**src/rtl/htw_pkg.sv**
```systemverilog
// Package with sizes, request codes and control bundles of the hashed timing wheel.
package htw_pkg;

   localparam int WHEEL_SLOTS = 64;
   localparam int SLOT_W      = $clog2(WHEEL_SLOTS);
   localparam int MAX_TASKS   = 16;
   localparam int TIDX_W      = $clog2(MAX_TASKS);
   localparam int ID_W        = 4;
   localparam int PERIOD_W    = 16;
   localparam int ROUNDS_W    = PERIOD_W - SLOT_W;
   localparam int REQ_W       = 2;

   // Request codes; the fourth code is ignored.
   localparam logic [REQ_W-1:0] REQ_ADD    = 2'd0;
   localparam logic [REQ_W-1:0] REQ_REMOVE = 2'd1;
   localparam logic [REQ_W-1:0] REQ_TICK   = 2'd2;

   // Commands from the controller to the datapath.
   typedef struct packed {
      logic add;
      logic remove;
      logic tick;
      logic scan_step;
      logic emit_final;
   } htw_cmd_type;

   // Status from the datapath to the controller.
   typedef struct packed {
      logic fire;
      logic pend_valid;
      logic out_free;
      logic scan_last;
   } htw_stat_type;

endpackage

```
**src/rtl/htw_datapath.sv**
```systemverilog
// Datapath of the hashed timing wheel: task table, wheel index, scan and result register.
module htw_datapath (
   input  logic                        clock,
   input  logic                        reset,
   input  htw_pkg::htw_cmd_type        cmd,
   output htw_pkg::htw_stat_type       stat,
   input  logic [htw_pkg::ID_W-1:0]     req_task_id,
   input  logic [htw_pkg::PERIOD_W-1:0] req_interval,
   output logic                        rsp_valid,
   input  logic                        rsp_stall,
   output logic                        rsp_fired,
   output logic [htw_pkg::ID_W-1:0]     rsp_fired_id,
   output logic                        rsp_last
);

   logic [htw_pkg::SLOT_W-1:0]   cur_slot_ff;
   logic [htw_pkg::MAX_TASKS-1:0] armed_ff;
   logic [htw_pkg::PERIOD_W-1:0] period_ff [htw_pkg::MAX_TASKS];
   logic [htw_pkg::SLOT_W-1:0]   slot_ff   [htw_pkg::MAX_TASKS];
   logic [htw_pkg::ROUNDS_W-1:0] rounds_ff [htw_pkg::MAX_TASKS];
   logic [htw_pkg::TIDX_W-1:0]   idx_ff;
   logic                        pend_valid_ff;
   logic [htw_pkg::TIDX_W-1:0]   pend_id_ff;
   logic                        rsp_valid_ff;
   logic                        rsp_fired_ff;
   logic [htw_pkg::ID_W-1:0]     rsp_id_ff;
   logic                        rsp_last_ff;

   logic [htw_pkg::TIDX_W-1:0]   wr_idx;
   logic [htw_pkg::PERIOD_W-1:0] wr_src;
   logic [htw_pkg::PERIOD_W-1:0] wr_period;
   logic [htw_pkg::PERIOD_W-1:0] wr_period_m1;
   logic [htw_pkg::SLOT_W-1:0]   wr_slot;
   logic [htw_pkg::ROUNDS_W-1:0] wr_rounds;
   logic                        hit;
   logic                        fire;
   logic                        do_arm;
   logic                        load_pend;
   logic                        out_free;

   // An add arms the requested id; a firing entry re-arms itself during the scan.
   assign do_arm = cmd.add || (cmd.scan_step && fire);
   assign wr_idx = cmd.add ? req_task_id[htw_pkg::TIDX_W-1:0] : idx_ff;
   assign wr_src = cmd.add ? req_interval : period_ff[idx_ff];

   // A zero interval counts as one; slot and rounds follow from the slot count being a power of two.
   always_comb begin
      wr_period    = (wr_src == '0) ? htw_pkg::PERIOD_W'(1) : wr_src;
      wr_period_m1 = wr_period - htw_pkg::PERIOD_W'(1);
      wr_slot      = wr_period[htw_pkg::SLOT_W-1:0] + cur_slot_ff;
      wr_rounds    = wr_period_m1[htw_pkg::PERIOD_W-1:htw_pkg::SLOT_W];
   end

   // Entry under the scan index.
   assign hit  = armed_ff[idx_ff] && (slot_ff[idx_ff] == cur_slot_ff);
   assign fire = hit && (rounds_ff[idx_ff] == '0);

   // A new firing pushes the previously held one out as a non-final result.
   assign load_pend = cmd.scan_step && fire && pend_valid_ff;
   assign out_free  = !rsp_valid_ff || !rsp_stall;

   assign stat.fire       = fire;
   assign stat.pend_valid = pend_valid_ff;
   assign stat.out_free   = out_free;
   assign stat.scan_last  = (idx_ff == htw_pkg::TIDX_W'(htw_pkg::MAX_TASKS - 1));

   // Control state: wheel index, armed flags, scan index, held firing, result valid.
   always_ff @(posedge clock) begin
      if (reset) begin
         cur_slot_ff   <= '0;
         armed_ff      <= '0;
         idx_ff        <= '0;
         pend_valid_ff <= 1'b0;
         rsp_valid_ff  <= 1'b0;
      end else begin
         if (do_arm) begin
            armed_ff[wr_idx] <= 1'b1;
         end else if (cmd.remove) begin
            armed_ff[req_task_id[htw_pkg::TIDX_W-1:0]] <= 1'b0;
         end
         if (cmd.tick) begin
            cur_slot_ff   <= cur_slot_ff + htw_pkg::SLOT_W'(1);
            idx_ff        <= '0;
            pend_valid_ff <= 1'b0;
         end else if (cmd.scan_step) begin
            idx_ff <= idx_ff + htw_pkg::TIDX_W'(1);
            if (fire) begin
               pend_valid_ff <= 1'b1;
            end
         end else if (cmd.emit_final) begin
            pend_valid_ff <= 1'b0;
         end
         if (load_pend || cmd.emit_final) begin
            rsp_valid_ff <= 1'b1;
         end else if (!rsp_stall) begin
            rsp_valid_ff <= 1'b0;
         end
      end
   end

   // Task table and held id; contents are meaningful only while armed.
   always_ff @(posedge clock) begin
      if (do_arm) begin
         period_ff[wr_idx] <= wr_period;
         slot_ff[wr_idx]   <= wr_slot;
         rounds_ff[wr_idx] <= wr_rounds;
      end else if (cmd.scan_step && hit) begin
         rounds_ff[idx_ff] <= rounds_ff[idx_ff] - htw_pkg::ROUNDS_W'(1);
      end
      if (cmd.scan_step && fire) begin
         pend_id_ff <= idx_ff;
      end
   end

   // Result payload register.
   always_ff @(posedge clock) begin
      if (load_pend) begin
         rsp_fired_ff <= 1'b1;
         rsp_id_ff    <= htw_pkg::ID_W'(pend_id_ff);
         rsp_last_ff  <= 1'b0;
      end else if (cmd.emit_final) begin
         rsp_fired_ff <= pend_valid_ff;
         rsp_id_ff    <= pend_valid_ff ? htw_pkg::ID_W'(pend_id_ff) : '0;
         rsp_last_ff  <= 1'b1;
      end
   end

   assign rsp_valid    = rsp_valid_ff;
   assign rsp_fired    = rsp_fired_ff;
   assign rsp_fired_id = rsp_id_ff;
   assign rsp_last     = rsp_last_ff;

endmodule

```
**src/rtl/htw_ctrl.sv**
```systemverilog
// Controller of the hashed timing wheel: request decode and the tick scan sequence.
module htw_ctrl (
   input  logic                     clock,
   input  logic                     reset,
   input  logic                     req_valid,
   output logic                     req_stall,
   input  logic [htw_pkg::REQ_W-1:0] req_type,
   input  htw_pkg::htw_stat_type    stat,
   output htw_pkg::htw_cmd_type     cmd
);

   typedef enum logic [1:0] {
      ST_IDLE,
      ST_SCAN,
      ST_FINAL
   } state_type;

   state_type state_ff;
   state_type state_in;
   logic      accept;
   logic      step_ok;

   assign accept    = req_valid && !req_stall;
   assign req_stall = (state_ff != ST_IDLE);

   // A scan step waits only when it must push a held firing into a busy result register.
   assign step_ok = !(stat.fire && stat.pend_valid) || stat.out_free;

   // Command decode and next state.
   always_comb begin
      cmd      = '0;
      state_in = state_ff;
      case (state_ff)
         ST_IDLE: begin
            if (accept) begin
               case (req_type)
                  htw_pkg::REQ_ADD:    cmd.add = 1'b1;
                  htw_pkg::REQ_REMOVE: cmd.remove = 1'b1;
                  htw_pkg::REQ_TICK: begin
                     cmd.tick = 1'b1;
                     state_in = ST_SCAN;
                  end
                  default: ;
               endcase
            end
         end
         ST_SCAN: begin
            if (step_ok) begin
               cmd.scan_step = 1'b1;
               if (stat.scan_last) begin
                  state_in = ST_FINAL;
               end
            end
         end
         ST_FINAL: begin
            if (stat.out_free) begin
               cmd.emit_final = 1'b1;
               state_in       = ST_IDLE;
            end
         end
         default: state_in = ST_IDLE;
      endcase
   end

   // State register.
   always_ff @(posedge clock) begin
      if (reset) begin
         state_ff <= ST_IDLE;
      end else begin
         state_ff <= state_in;
      end
   end

endmodule

```
**src/rtl/hashed_timing_wheel_top.sv**
```systemverilog
// Add and remove leave the controller idle; the next request is taken in the following cycle.
// A tick holds off further requests while the table is scanned one entry per cycle, unless
// a held firing waits on a stalled result side, and until the final result is loaded.
// Results of a tick leave from an output register; each firing is held until a later firing
// pushes it out, and the held one goes out with the final result after the last scan step.
// Synchronous reset clears the wheel index, all armed flags and the result valid flag.
module hashed_timing_wheel_top (
   input  logic                        clock,
   input  logic                        reset,
   input  logic                        req_valid,
   output logic                        req_stall,
   input  logic [htw_pkg::REQ_W-1:0]    req_type,
   input  logic [htw_pkg::ID_W-1:0]     req_task_id,
   input  logic [htw_pkg::PERIOD_W-1:0] req_interval,
   output logic                        rsp_valid,
   input  logic                        rsp_stall,
   output logic                        rsp_fired,
   output logic [htw_pkg::ID_W-1:0]     rsp_fired_id,
   output logic                        rsp_last
);

   htw_pkg::htw_cmd_type  cmd;
   htw_pkg::htw_stat_type stat;

   // Sequencer.
   htw_ctrl u_ctrl (
      .clock     (clock),
      .reset     (reset),
      .req_valid (req_valid),
      .req_stall (req_stall),
      .req_type  (req_type),
      .stat      (stat),
      .cmd       (cmd)
   );

   // Task table and result path.
   htw_datapath u_datapath (
      .clock        (clock),
      .reset        (reset),
      .cmd          (cmd),
      .stat         (stat),
      .req_task_id  (req_task_id),
      .req_interval (req_interval),
      .rsp_valid    (rsp_valid),
      .rsp_stall    (rsp_stall),
      .rsp_fired    (rsp_fired),
      .rsp_fired_id (rsp_fired_id),
      .rsp_last     (rsp_last)
   );

endmodule

```
**config.mk**
```make
export PLATFORM = sky130hd
export DESIGN_NAME = hashed_timing_wheel_top
export DESIGN_NICKNAME = d
export VERILOG_FILES = /design/src/rtl/htw_pkg.sv /design/src/rtl/htw_datapath.sv /design/src/rtl/htw_ctrl.sv /design/src/rtl/hashed_timing_wheel_top.sv
export SDC_FILE = /design/constraint.sdc
export NUM_CORES = 1
export LEC_CHECK = 0
export ABC_AREA = 1
export BUFFER_PORTS_ARGS = -buffer_cell sky130_fd_sc_hd__buf_2
export CAP_MARGIN = 20
export CELL_PAD_IN_SITES_DETAIL_PLACEMENT = 1
export CELL_PAD_IN_SITES_GLOBAL_PLACEMENT = 2
export CORE_AREA = 2 2 252 254
export CTS_BUF_LIST = sky130_fd_sc_hd__clkbuf_16
export CTS_CLUSTER_SIZE = 30
export DETAILED_ROUTE_END_ITERATION = 12
export DIE_AREA = 0 0 254 256
export GPL_TIMING_DRIVEN = 1
export HOLD_SLACK_MARGIN = 0.08
export PLACE_DENSITY_LB_ADDON = 0.3
export SYNTH_ARGS = -nofsm -noshare
export SYNTH_HDL_FRONTEND = slang
export SYNTH_HIERARCHICAL = 1
export SYNTH_SLANG_ARGS = --single-unit
```
**constraint.sdc**
```tcl
create_clock -name clock -period 3.97 [get_ports clock]
set_input_delay 0.397 -clock clock [delete_from_list [all_inputs] [get_ports clock]]
set_output_delay 0.397 -clock clock [all_outputs]
set_load 0.01 [all_outputs]
```
# Word level (Yosys, flattened, before mapping)

Memory sizes are Yosys's and may differ from the RTL's. A register that Yosys moved wholly into a read port is not among the register bits.
Cells that the tools add are included.

$add $sub $neg: 5
$lt $le $gt $ge: 5
Equal/unequal tests: 13
Muxes and demuxes: 48
Bitwise operators: 3
Reduce and logical (&&, ||, !) cells: 29

Operators by type and width:

| operator              | count |
|---|---|
| $mux 16               | 4 |
| $mux 4                | 11 |
| $mux 1                | 21 |
| $and 16x16->16        | 1 |
| $logic_not 16->1      | 1 |
| $not 16->16           | 1 |
| $or 16x16->16         | 1 |
| $sub 16x1->16 const B | 1 |
| $lt 4x5->1 const B    | 3 |
| $logic_not 10->1      | 1 |
| $mux 10               | 1 |
| $mux 2                | 5 |
| $reduce_or 10->1      | 1 |
| $sub 10x1->10 const B | 1 |
| $logic_and 1x1->1     | 9 |
| $demux 1 s4           | 2 |
| $ge 4x1->1 const B    | 2 |
| $ne 2x1->1 const B    | 4 |
| $reduce_bool 2->1     | 4 |
| $add 6x1->6 const B   | 1 |
| $add 6x6->6           | 1 |
| $eq 6x6->1            | 1 |
| $mux 3                | 2 |
| $ne 2x2->1 const B    | 3 |
| 12 further kinds      | 21 |

Bits in registers: 40
RAM bits: 512
Bits of input ports: 26
Output and inout port bits: 8
Word-level logic and storage cells: 116
Memories kept: 3

Memories:

| memory               | words | bits a word | read ports | clocked after memory_dff | write ports | RTL line           | RTL |
|---|---|---|---|---|---|---|---|
| u_datapath.period_ff | 16    | 16          | 1          | 1                        | 1           | htw_datapath.sv:18 | `logic [htw_pkg::PERIOD_W-1:0] period_ff [htw_pkg::MAX_TASKS];` |
| u_datapath.rounds_ff | 16    | 10          | 1          | 1                        | 1           | htw_datapath.sv:20 | `logic [htw_pkg::ROUNDS_W-1:0] rounds_ff [htw_pkg::MAX_TASKS];` |
| u_datapath.slot_ff   | 16    | 6           | 1          | 1                        | 1           | htw_datapath.sv:19 | `logic [htw_pkg::SLOT_W-1:0] slot_ff [htw_pkg::MAX_TASKS];` |

# Logic depth before layout (Yosys ltp)

Gate-level depths: netlist of run 1.

Word-level depth: 15
Mapped depth: 27
Mapped depth without buffers: 22

# By module

Netlist of run 1, hierarchy kept.

Modules (own cells, without submodules):

| module       | instances | cells each | area an instance (um2) | sequential area each (um2) |
|---|---|---|---|---|
| htw_datapath | 1         | 2,197      | 23,917.9               | 16,295.6 |
| htw_ctrl     | 1         | 29         | 173.9                  | 40.0 |

# Least setup slack after synthesis of run 1

Ideal clock, no wire load.

Path type: register -> register
Start point: reg with a tool-made name
End point: mem u_datapath/rounds_ff[11][0] (netlist bit) (enable)
Setup time: 0.390 ns
Arrival time: 3.861 ns
Setup slack: -0.281 ns
Stages on the path, launching flop included: 26
Path buffers: 7
Path through: dfxtp_1 buf_6 inv_2 buf_6 buf_6 buf_2 buf_2 o21ai_0 o221ai_1 nand3_1 nand2_1 inv_1 ha_1 nand2_1 nor2_1 nand4_1 nor3_1 buf_4 nand2_1 nor2_1 nor3_1 nand2_1 inv_1 nor2_1 buf_2 nor3_1

RTL lines:

| what          | RTL line |
|---|---|
| end, declared | htw_datapath.sv:20 |

==> run_results.csv, run 1 <==
group,metric,value,unit
timing,drv_slew,0,
pwr,p_leak,10.7,nW
pwr,pwr-share-comb,0.085,
placement,dp_hpwl,46400,um
detailed_routing,ant_nets,0,
logic_synthesis,synth-seq-area-share,0.678,
detailed_routing,routedWlPerCell,22.7,um
cells_and_area,syn_to_final_growth,21.8,%
logic_synthesis,synth_nets,2262,
logic_synthesis,ys_warn_count,6,
cts,clock_sinks,556,
cts,clk_latency,0.62,ns
global_routing,grt_pass1_wl,114000,um
global_routing,grt_pass1_vias,18400,
timing,slew_headroom,0.562,
placement,place_area,27200,um^2
critical_path,critPathKind,"register to register",
cts,cts-root-buf,"clkbuf_16",
cells_and_area,post-route-util,0.471,
critical_path,rrSetupSlack,0.16,ns
logic_synthesis,synth-edff-count,520,
critical_path,endpoint,"u_datapath/rounds_ff[6][8]",
detailed_routing,drc,0,
cts,htree_levels,2,
logic_synthesis,yosys.area.top_type_share,0.648,
timing,timing_hold_violations_final,0,
logic_synthesis,synthArstFlopShare,0,
detailed_routing,vias,17600,
floorplanning,fp.dieH,256,um
critical_path,required,4.34,ns
logic_synthesis,yosysUniqueCellTypes,38,
pwr,clkPwrFrac,0.427,
floorplanning,initial_core_util,0.386,
global_routing,grt_max_degree,63,
placement,numPortBuffers,33,
critical_path,path_max_fanout,24,
pwr,power.share.sequential,0.487,
cts,cts_tree,"built",
detailed_routing,drt_iter0_markers,1210,
critical_path,regToRegEndpoint,"u_datapath/rounds_ff[6][8]",
timing,max_freq,0.262,GHz
detailed_routing,first_pass_iters,5,
placement,gp_congestion,0.871,
timing,skew,0.0177,ns
critical_path,slowest_stage,"dfxtp_4",
timing,rsz0062_at_grt,"true",
critical_path,worstSetupEndpointType,"register",
logic_synthesis,synth.top_cells.by_area,"edfxtp_1, nand2_1, nand3_1, nor2_1, dfxtp_1",
logic_synthesis,ys.flop_type,"edfxtp_1",
logic_synthesis,synth_top_area_cell,"edfxtp_1",
cells_and_area,layout_commonest_cell,"nand2_1",
logic_synthesis,synth_area,24100,um^2
logic_synthesis,avgSynthCellArea,10.8,um^2
cells_and_area,nets,2437,
timing,worst_pin_slew,0.655,ns
pwr,powerDensity,459,nW/um^2
cells_and_area,layout_common_cells,"nand2_1, edfxtp_1, nand3_1",
timing,period_minus_slack,3.81,ns
cells_and_area,drive_above_1_share,0.174,
logic_synthesis,synth_cells,2226,
cts,clkTransAtPathRegs,0.07,ns
critical_path,worstRegToRegCells,26,
cells_and_area,fillCellCount,6646,
run,max_cap_violations,0,
logic_synthesis,ys_seq_elements,556,
pwr,switching_share,0.231,
detailed_routing,avgViaCountPerCell,5.34,
min_path,hp-class,"input port to register",
floorplanning,num_rows,92,
critical_path,crit_arrival,4.19,ns
timing,setup_viol_count_final,0,
floorplanning,dieArea,65000,um^2
outcome,status,"finished clean",
global_routing,antenna_found_initial,2,
global_routing,gr-usage-all-layers,0.233,
pwr,power_switching,3.11,mW
timing,post-route-period-util,0.961,
global_routing,grt-ovfl-total,0,
pwr,peakVddDrop,0.407,mV
cts,cts_buffer_depth,3,
critical_path,max_stage_delay,0.39,ns
cts,cts_buffers,60,
min_path,holdPathStages,4,
detailed_routing,wirelength,75000,um
cells_and_area,design_area,29400,um^2
cts,postCtsHoldBufs,0,
floorplanning,boundaryPins,34,
pwr,intPower,10.4,mW
floorplanning,core_area,62400,um^2
floorplanning,fp.dieW,254,um
critical_path,startpoint_type,"register",
repair_timing:
| action | 4_1_cts | 5_1_grt |
|---|---|---|
| gates resized for setup | 5 | 16 |
| endpoints found under the setup margin | 109 | 649 |
| pin swaps | 1 | 1 |
| setup buffers | 1 | 1 |
| gates cloned | 0 | 1 |
cell families (layout without fill, tap and decap cells):
logic type | Yosys count | count (layout) | synth area share
compound gates | 252 | 252 | 0.0616
xor+xnor | 14 | 14 | 0.00509
simple gates | 1151 | 1151 | 0.204
fa+ha+maj | 10 | 10 | 0.00551
other cells | 0 | 1 | 0
buf+inv | 243 | 470 | 0.0458
flops | 556 | 556 | 0.678
flip-flops by register name (all words and copies together) (netlist names), 2 cells and up, named ones only:
signal / count
u_datapath/armed_ff: 16
u_datapath/rsp_fired_id: 4
u_datapath/slot_ff: 96
u_datapath/pend_id_ff: 4
u_datapath/cur_slot_ff: 6
u_ctrl/state_ff: 2
u_datapath/idx_ff: 4
u_datapath/rounds_ff: 160
u_datapath/period_ff: 256
layer usage:
| metal | wire, um | up-vias | GRT usage | share of wire |
|---|---|---|---|---|
| li1 | - | 8116 | - | - |
| met1 | 33900 | 9029 | 0.320 | 0.45 |
| met2 | 36700 | 354 | 0.391 | 0.49 |
| met3 | 2720 | 112 | 0.0274 | 0.036 |
| met4 | 1690 | 0 | 0.0587 | 0.023 |
| met5 | 0 | - | 0 | 0 |
power by group through the flow:
| stage | clock, mW | combinational [mW] | sequential, mW |
|---|---|---|---|
| after global routing | 6.08 | 1.27 | 6.57 |
| after floorplan | 0 | 0.592 | 6.69 |
| after global placement | 0 | 1.09 | 6.69 |
| after detailed placement | 0 | 1.13 | 6.69 |
| final | 5.76 | 1.15 | 6.57 |
| after CTS | 5.87 | 1.14 | 6.57 |
worst min-delay path by stage:
| stage | startpoint | slack [ns] | end |
|---|---|---|---|
| after global routing | req_type[0] | 0.19 | u_ctrl/state_ff[0] |
| after CTS | rsp_stall | 0.15 | u_datapath/rsp_valid |
| after detailed placement | u_datapath/armed_ff[15] | 0.46 | u_datapath/armed_ff[15] |
| after floorplan | u_datapath/armed_ff[0] | 0.44 | u_datapath/armed_ff[0] |
| final | req_type[0] | 0.19 | u_ctrl/state_ff[0] |
| after global placement | u_datapath/armed_ff[5] | 0.45 | u_datapath/armed_ff[5] |
critical path, delay by kind of cell, from the launching register on:
kind / cells / cell delay [ns]
buffers and inverters: 9 / 1.28
AND/OR/NAND/NOR: 14 / 1.56
flip-flops: 1 / 0.39
AO/OA/AOI/OAI: 3 / 0.30
cell usage after synthesis (all sizes together) (10+ instances only):
master  number
o21ai      139
buf         97
or2         16
dfxtp       36
xor2        10
clkbuf      29
inv        117
nand2      561
a21oi       45
nor3        35
edfxtp     520
nand3      278
nor2       235
nand4       24
o211ai      56
final cells by class:
type / instances / area (um^2) / share of cell area
Tap cell: 846 / 1060 / 0.0361
Clock buffer: 61 / 1530 / 0.0520
Clock inverter: 53 / 502 / 0.0171
Sequential cell: 556 / 16300 / 0.557
Multi-Input combinational cell: 1427 / 6800 / 0.232
Antenna cell: 1 / 2.50 / 0.0000852
Timing Repair Buffer: 239 / 2630 / 0.0896
Inverter: 117 / 489 / 0.0167
per-stage QoR:
| step | worst slack, ns | cells | TNS [ns] | hold slack, ns | total power [mW] |
|---|---|---|---|---|---|
| floorplan | -0.281 | 2226 | -36.31 | 0.440 | 7.28 |
| global placement | -0.0704 | 3180 | -1.81 | 0.450 | 7.79 |
| detailed placement | -0.154 | 3182 | -3.83 | 0.460 | 7.82 |
| CTS | 0.0276 | 3297 | 0 | 0.148 | 13.6 |
| global route | -0.0463 | 3299 | -3.89 | 0.191 | 13.9 |
| finish | 0.156 | 3300 | 0 | 0.190 | 13.5 |
Note: power is estimated with default switching activity, not from simulation.
==> run 2: changes to the inputs <==
--- a/config.mk
+++ b/config.mk
@@ -10,11 +10,11 @@
 export CAP_MARGIN = 20
 export CELL_PAD_IN_SITES_DETAIL_PLACEMENT = 1
 export CELL_PAD_IN_SITES_GLOBAL_PLACEMENT = 2
-export CORE_AREA = 2 2 252 254
+export CORE_AREA = 2 2 232 234
 export CTS_BUF_LIST = sky130_fd_sc_hd__clkbuf_16
 export CTS_CLUSTER_SIZE = 30
 export DETAILED_ROUTE_END_ITERATION = 12
-export DIE_AREA = 0 0 254 256
+export DIE_AREA = 0 0 234 236
 export GPL_TIMING_DRIVEN = 1
 export HOLD_SLACK_MARGIN = 0.08
 export PLACE_DENSITY_LB_ADDON = 0.3
==> constraint.sdc (replaced) <==
create_clock -name clock -period 4.6 [get_ports clock]
set_input_delay 0.46 -clock clock [delete_from_list [all_inputs] [get_ports clock]]
set_output_delay 0.46 -clock clock [all_outputs]
set_load 0.01 [all_outputs]
==> run 2 against run 1 <==
  * Critical path type unchanged
  * Fmax is 11% lower
  * Utilization is 4.6 points higher
  * Setup slack better by 0.17 ns
  * Combinational power is 28% lower
  * Worst hold slack worse by 0.049 ns
  * Critical path depth is 3 lower
  * Power is 18% lower
==> run_results.csv, run 2 (synthesis results as in run 1) <==
group,metric,value,unit
critical_path,crit_top_cell,"nand2_1",
global_routing,antenna_found_initial,0,
pwr,peakVddDrop,0.291,mV
cts,clock_sinks,556,
cts,cts_buffers,58,
placement,dp_cells,2917,
global_routing,grt_pass1_vias,18200,
timing,period_minus_slack,4.28,ns
critical_path,worstSetupEndpointType,"register",
min_path,holdPathStages,3,
critical_path,worstRegToRegCells,23,
cells_and_area,largestRegisters,"u_datapath/period_ff (256), u_datapath/rounds_ff (160), u_datapath/slot_ff (96)",
placement,dp_slack,0.172,ns
critical_path,crit_arrival,4.48,ns
cts,postCtsHoldBufs,0,
cells_and_area,drive_above_1_share,0.122,
cts,clkTransAtPathRegs,0.07,ns
critical_path,startpoint_type,"register",
timing,slew_headroom,0.545,
detailed_routing,drt_iter0_markers,1490,
cells_and_area,nets,2319,
critical_path,max_stage_delay,0.55,ns
critical_path,critPathKind,"register to register",
detailed_routing,avgViaCountPerCell,5.72,
critical_path,required,4.80,ns
timing,skew,0.0294,ns
global_routing,grt_max_degree,124,
detailed_routing,first_pass_iters,7,
cells_and_area,largest_register_ffs,256,
placement,numPortBuffers,33,
timing,post-route-period-util,0.930,
floorplanning,fp.dieH,236,um
min_path,hp-class,"input port to register",
timing,holdWs,0.141,ns
floorplanning,boundaryPins,34,
floorplanning,initial_core_util,0.454,
placement,dp_hpwl,42300,um
timing,tns,0,ns
global_routing,grt_pass1_wl,111000,um
cells_and_area,regMostFlops,"u_datapath/period_ff",
placement,gp_congestion,0.862,
critical_path,regToRegEndpoint,"u_datapath/rounds_ff[1][7]",
critical_path,path_max_fanout,19,
cells_and_area,syn_to_final_growth,13.7,%
run,max_cap_violations,0,
critical_path,critPathTopFamily,"simple AND/OR/NAND/NOR gates",
pwr,p_leak,9.95,nW
timing,timing_hold_violations_final,0,
cells_and_area,diodes,0,
pwr,powerDensity,402,nW/um^2
min_path,min_to,"u_ctrl/state_ff[0]",
critical_path,worst-path-buf-inv,6,
outcome,status,"finished clean",
timing,setup_viol_count_final,0,
floorplanning,num_rows,85,
floorplanning,dieArea,55200,um^2
timing,drv_slew,0,
cts,cts-root-buf,"clkbuf_16",
cells_and_area,layout_commonest_cell,"nand2_1",
floorplanning,fp.dieW,234,um
cts,cts_tree,"built",
critical_path,crit_path_cell_trace,"clkinv_2 > buf_4 > o21ai_0 > o221ai_1 > nand3_1 > nand2_1 > inv_1 > ha_1 > nand2_1 > nor2_1 > nand4_1 > nor3_1 > nand2_1 > nor2_1 > nor3_1 > buf_4 > nand3_4 > nand2_4 > inv_2 > nand2_2 > buf_4 > nand2_1 > nand2_1",
detailed_routing,vias,17300,
detailed_routing,wirelength,73800,um
cts,ctsResizeCount,0,
timing,worst_pin_slew,0.682,ns
cts,post_cts.repair.setup_buffers,0,
cells_and_area,stdcell_count,3023,
pwr,finalPower,11.0,mW
cts,htree_levels,2,
critical_path,slowest_stage,"dfxtp_4",
detailed_routing,routedWlPerCell,24.4,um
cells_and_area,post-route-util,0.516,
cells_and_area,design_area,27400,um^2
cells_and_area,layout_common_cells,"nand2_1, edfxtp_1, nand3_1",
floorplanning,core_area,53100,um^2
min_path,hold_start,"req_type[1]",
global_routing,gr-usage-all-layers,0.272,
detailed_routing,drc,0,
timing,setup_ws,0.323,ns
timing,max_freq,0.234,GHz
global_routing,grt-ovfl-total,0,
placement,place_area,25600,um^2
cells_and_area,fillCellCount,5635,
cts,cts_buffer_depth,3,
cts,clk_latency,0.63,ns
timing,rsz0062_at_grt,"false",
detailed_routing,ant_nets,0,
critical_path,rrSetupSlack,0.32,ns
-- run 2: worst reg2reg max path: cells and delay by family (launching register included) --
kind | cells | cell delay (ns)
compound gates | 2 | 0.27
fa+ha+maj | 1 | 0.20
flops | 1 | 0.55
buf+inv | 6 | 1.01
simple gates | 14 | 1.82
-- run 2: worst max-delay path by stage --
stage / from / cells after the start / endpoint / slack, ns
2_1_floorplan: register / 25 / u_datapath/rounds_ff[11][0] / 0.35
3_3_place_gp: req_valid / 19 / u_datapath/slot_ff[12][4] / 0.32
3_5_place_dp: req_valid / 19 / u_datapath/slot_ff[15][4] / 0.17
4_1_cts: register / 23 / u_datapath/rounds_ff[8][1] / 0.21
5_1_grt: register / 23 / u_datapath/rounds_ff[11][7] / 0.004
6_report: register / 23 / u_datapath/rounds_ff[1][7] / 0.32
-- run 2: final cells by class --
type	count	area, um^2	share of cell area
flip-flops and latches	556	16300	0.597
multi-input cells	1427	6740	0.246
clock buffers	58	1450	0.0530
repair buffers	123	1180	0.0430
well taps	696	871	0.0318
inverters	117	445	0.0163
clock inverters	46	353	0.0129
-- run 2: report_power, final --
part	internal, mW	total, mW	switching (mW)	leakage [nW]
clock network	2.56	4.50	1.95	0.927
logic	0.212	0.829	0.617	4.05
registers	5.66	5.68	0.0167	4.97
total	8.43	11.0	2.58	9.95
-- run 2: layer usage --
layer  global-route usage  vias to the layer above  wire length (um)
met1                0.361                     8720             30300
met5                    0                        -                 0
met3               0.0516                      160              5190
met4                0.101                        0              2610
li1                     -                     7861                 -
met2                0.443                      558             35700
